`config.mk`:
```
export PLATFORM = sky130hd
export DESIGN_NAME = ftc_front
export DESIGN_NICKNAME = d
export VERILOG_FILES = /design/src/rtl/ftc_pkg.sv /design/src/rtl/ftc_front.sv
export SDC_FILE = /design/constraint.sdc
export NUM_CORES = 1
export LEC_CHECK = 0
export BUFFER_PORTS_ARGS = -buffer_cell sky130_fd_sc_hd__buf_2
export CORE_UTILIZATION = 32
export DETAILED_ROUTE_END_ITERATION = 16
export GPL_TIMING_DRIVEN = 1
export MAX_ROUTING_LAYER = met4
export PLACE_DENSITY = 0.54
export SYNTH_ARGS = -nofsm -noshare
export SYNTH_HDL_FRONTEND = slang
export SYNTH_SLANG_ARGS = --single-unit
```
`constraint.sdc`:
```
create_clock -name i_clk -period 15.2 [get_ports i_clk]
set_clock_uncertainty 0.2 [all_clocks]
set_input_delay 0.76 -clock i_clk [delete_from_list [all_inputs] [get_ports i_clk]]
set_output_delay 0.76 -clock i_clk [all_outputs]
set_load 0.005 [all_outputs]
```
`src/rtl/ftc_pkg.sv`:
```
// Shared types and constants of the triangle frustum clipper.
// No dependencies; the front, back, top level and testbench import this package.
package ftc_pkg;

    typedef struct packed {
        logic signed [31:0] x;
        logic signed [31:0] y;
        logic signed [31:0] z;
    } t_vtx;

    typedef struct packed {
        t_vtx [2:0] v;
    } t_tri;

    // Configuration register indexes.
    localparam logic [1:0] REG_TAN_H = 2'd0;
    localparam logic [1:0] REG_TAN_V = 2'd1;
    localparam logic [1:0] REG_NEAR  = 2'd2;
    localparam logic [1:0] REG_FAR   = 2'd3;

    // Clip planes, in processing order.
    localparam logic [2:0] PL_NEAR   = 3'd0;
    localparam logic [2:0] PL_FAR    = 3'd1;
    localparam logic [2:0] PL_LEFT   = 3'd2;
    localparam logic [2:0] PL_RIGHT  = 3'd3;
    localparam logic [2:0] PL_BOTTOM = 3'd4;
    localparam logic [2:0] PL_TOP    = 3'd5;

    localparam int MIN_POLY = 3;
    localparam int MAG_W    = 33;

    typedef enum logic [3:0] {
        S_IDLE,
        S_LOAD,
        S_PSTART,
        S_PMUL,
        S_PVAL,
        S_CLOAD,
        S_CMUL,
        S_CVAL,
        S_DECIDE,
        S_DIV,
        S_XWR,
        S_CWR,
        S_NEXT,
        S_EMIT,
        S_CULL
    } t_state;

endpackage

```
`src/rtl/ftc_front.sv`:
```
// Input side of the clipper: a two-entry triangle queue that decouples the
// producer from the clip sequencer. Depends on ftc_pkg.
module ftc_front (
    input  logic          i_clk,
    input  logic          i_rst_n,
    input  logic          i_push,
    input  ftc_pkg::t_tri i_tri,
    output logic          o_full,
    output logic          o_valid,
    output ftc_pkg::t_tri o_head,
    input  logic          i_pop
);
    import ftc_pkg::*;

    t_tri       r_mem [2];
    logic       r_wr, n_wr;
    logic       r_rd, n_rd;
    logic [1:0] r_cnt, n_cnt;
    logic       push_ok, pop_ok;

    assign o_full  = (r_cnt == 2'd2);
    assign o_valid = (r_cnt != 2'd0);
    assign o_head  = r_mem[r_rd];
    assign push_ok = i_push && !o_full;
    assign pop_ok  = i_pop && o_valid;

    always_comb begin
        n_wr  = push_ok ? ~r_wr : r_wr;
        n_rd  = pop_ok ? ~r_rd : r_rd;
        n_cnt = r_cnt + {1'b0, push_ok} - {1'b0, pop_ok};
    end

    always_ff @(posedge i_clk) begin
        if (!i_rst_n) begin
            r_wr  <= 1'b0;
            r_rd  <= 1'b0;
            r_cnt <= 2'd0;
        end else begin
            r_wr  <= n_wr;
            r_rd  <= n_rd;
            r_cnt <= n_cnt;
        end
    end

    always_ff @(posedge i_clk) begin
        if (push_ok) begin
            r_mem[r_wr] <= i_tri;
        end
    end

endmodule

```
# == Word-level counts from Yosys, hierarchy flattened ==
# Memory sizes are Yosys's and may differ from the RTL's. A register that Yosys moved wholly into a read port is not among the register bits.
# Cells that the tools add are included.
# totals
register_bits,4
ramBits,576
inputBits,292
out_inout_bits,290
memories,1
# memory_table
name,depth,width,rd,rd_clocked_by_memory_dff,wr,line,source
r_mem,2,288,1,1,1,ftc_front.sv:15,t_tri r_mem [2];
# classes
add_sub_neg,2
n_eq_ne,1
mux,4
bitwise_logic,2
n_reduce_logical,4
# op_table
op,count
1-bit two-way mux,4
2-bit by 1-bit adder with 2-bit output,1
2-bit equality test (second input constant),1
1-bit logical AND,2
1-bit inverter,2
2-bit nonzero test,1
2-bit by 1-bit subtractor with 2-bit output,1
1-bit zero test,1

# == Depth between registers and ports, before layout ==
# logic_depth
ltp_word,5
ltp_mapped,8

# == Worst setup path after synthesis ==
# No wires, ideal clock.
# synth_path
kind,input port to flip-flop
start,input i_push
end,memory r_mem[0][0] (netlist name) (enable)
setup_time_ns,0.942
arrival_ns,12.779
required_ns,14.058
setup_slack_ns,1.279
stages,2
path_cell_list,nand2_1 > nor2_1
# synth_between
elab_chain_cells,3
# synth_lines
element,line,source
start: declaration,ftc_front.sv:6,"input logic i_push,"
1-bit logical AND,ftc_front.sv:24,assign push_ok = i_push && !o_full;
1-bit two-way mux,ftc_front.sv:46,if (push_ok) begin
1-bit two-way mux (not written as such),ftc_front.sv:47,r_mem[r_wr] <= i_tri;
end: declaration,ftc_front.sv:15,
# Every way passes these cells.

==> impl_results.md <==
* Status: complete, no violations
* Synth Register Bits at 581
* Multiplexer area fraction after synthesis at 18.3%
* Worst R2R End: r_mem[0][144]
* Post-synthesis xor/xnor area fraction at 0.120%
* Final hold viol count at 0
* RR Startpoint: r_cnt[0]
* Fin crit share at 30.8%
* Min Tclk post-route at 4.68 ns
* Critical Path RT at 14.24 ns
* DRC Markers at 0
* Hold crit path type: in -> reg
* Worst Path Arrival at 3.72 ns
* Pre-CTS WS at 10.99 ns
* Ports at 582
* Hold path startpoint: i_tri[245]
* CTS H-tree depth at 2
* Avg Inst Size Synth at 23.7 um^2
* Wire length per cell at 19.8 um
* DR vias/cell at 4.34
* Distinct cells, synth at 18
* Slew Viols, Final at 0
* Setup crit end kind: primary output
* GRT busiest layer: met2
* R2R depth at 6
* Fin cells at 2488
* GRT Resource Usage Total at 14.2%
* Setup crit end: o_head[284]
* Largest family of logic cells by synthesized area: multiplexers
* RSZ-0062 raised after global routing: false
* Vias in the first global route at 11.8k
* Clock sinks at 581
* Layout cells sized above 1 at 60.7%
* Rows at 95
* Largest net degree at the start of global routing at 126
* Core footprint at 0.0674 mm^2
* Commonest cells after routing, fill and taps aside: 581 x buf_2, 576 x edfxtp_1, 201 x mux2_4, 87 x mux2_2, 63 x clkbuf_16
* MaxCap Viol Count at 0
* Post-synth net total at 1216
* CP Class: reg -> out
* Register area share after synthesis at 79.6%
* Hold Buf Count CTS at 0
* Compound-Gate Fraction of Synth Area at 0.0344%
* Die H at 263 um
* Synth Area in Simple Gates at 0.246%
* CTS resizes at 0
* Setup TNS Final at 0 ns
* Headroom to the max-slew limit at 19.4%
* Final Util at 41.1%
* Number of buffers created by CTS at 61
* # setup viols final at 0
* Die width at 263 um
* Yosys warnings at 0
* Area growth syn-to-layout at 26.8%
* Gate Count Post-Synth at 922
* Critical Path Source Type: flop
* GR Overflow Total at 0
* Pre-Repair DR Iteration Count at 4
* Most common cell after layout, fill and taps aside: buf_2
* Port buffer count at 581
* GR Util met1 at 14.5%
* Nets at 1840
* Initial antenna violation count at 17
* CTS Buffer Depth at 3
* Initial core utilization at 32.4%
* Maximum VDD drop at 0.122 mV
* Post-Route WL at 49100 um
* Routed Antenna Nets at 0
* Max Clock Freq at 0.214 GHz
* Die area at 0.0693 mm^2
* Leakage at 0.0106 uW
* Critical path peak fanout at 67
* Postcts setup bufs at 0
* Clock slew at reported path FFs at 0.06 ns
* CTS tree: yes
* Initial DRC Count at 589
* Met3 Track Usage GR at 5.51%
* Gpl congestion at 0.797
* Worst-Margin Slew at 1.21 ns
* DP Wirelength at 34300 um
* PnR worst setup slack at 10.52 ns
* DR vias at 10.8k
* R2r setup slk at 11.37 ns
* Root buffer cell: clkbuf_16
* Grt met2 use at 24.5%
* Pwr Density at 166 mW/mm^2
* Placed insts at 2356
* Syn Std Cell Area at 0.0219 mm^2
* Area share of fa/ha/maj cells after synthesis at 0.115%
* Insertion delay to the later sink of the worst-skew pair at 0.60 ns
* First-pass GRT wire length at 71700 um
-- critical path, cell delays in order (launching register included) --
cell	delay, ns
dfxtp_4	0.74
buf_4	0.85
buf_4	0.87
mux2_2	0.42
buf_2	0.13
-- metal layers --
layer	wire, um	vias to the layer above
li1	-	4962
met1	18100	5332
met2	25200	399
met3	4330	105
met4	1430	0
met5	0	-
-- per-stage QoR --
step	cell area (um^2)	power (uW)	hold WS, ns
2_1_floorplan	21900	2850	0.255
3_3_place_gp	25600	3160	0.296
3_5_place_dp	25600	3170	0.302
4_1_cts	27700	4670	0.0869
5_1_grt	27700	4800	0.0984
6_report	27700	4600	0.139
-- state kept, by name, indices dropped and copies added (netlist names), named ones only --
register and cells:
r_cnt 2, r_rd 1, r_mem 576, r_wr 1
-- report_power, final --
part | switching, uW | leakage, uW | internal (uW)
clock network | 595 | 0.000985 | 890
registers | 66.4 | 0.00542 | 2020
logic | 491 | 0.00419 | 543
-- synth_stat cells --
master	instances	area [um^2]
and2_1	1	6.26
edfxtp_1	576	17300
or2_2	1	6.26
mux2_4	201	3020
xnor2_1	2	17.5
mux2i_1	1	10.0
buf_2	6	30.0
nand2_1	2	7.51
nor2_1	4	15.0
nand2b_1	2	12.5
ha_1	2	25.0
xor2_1	1	8.76
dfxtp_1	5	100
and3_1	1	6.26
mux2_2	87	980
o21a_1	1	7.51
buf_6	26	293
inv_1	3	11.3
-- worst min path at each step --
stage,endpoint,slack (ns),cells past startpoint
finish,r_mem[1][245],0.14,1
global route,r_mem[0][24],0.1,1
CTS,r_mem[0][82],0.09,1
detailed placement,r_rd,0.30,2
global placement,r_rd,0.30,2
floorplan,r_wr,0.25,2
-- final cells by class --
type                            instances  area, um^2
Clock inverter                         39         392
Fill cell                            6133       39700
Inverter                                3        11.3
Tap cell                              873        1090
Multi-Input combinational cell        306        4130
Timing Repair Buffer                  593        3010
Antenna cell                           17        42.5
Sequential cell                       581       17400
Clock buffer                           76        1630
-- logic make-up (layout without fill, tap and decap cells) --
group | count (synthesis) | in the layout
adders and majority gates | 2 | 2
DFF | 581 | 581
buffers and inverters | 35 | 711
other | 0 | 17
muxes | 289 | 289
xor gates and xnor gates | 3 | 3
and+or+nand+nor | 11 | 11
AOI/OAI and AO/OA | 1 | 1
(Power assumes the default switching activity.)
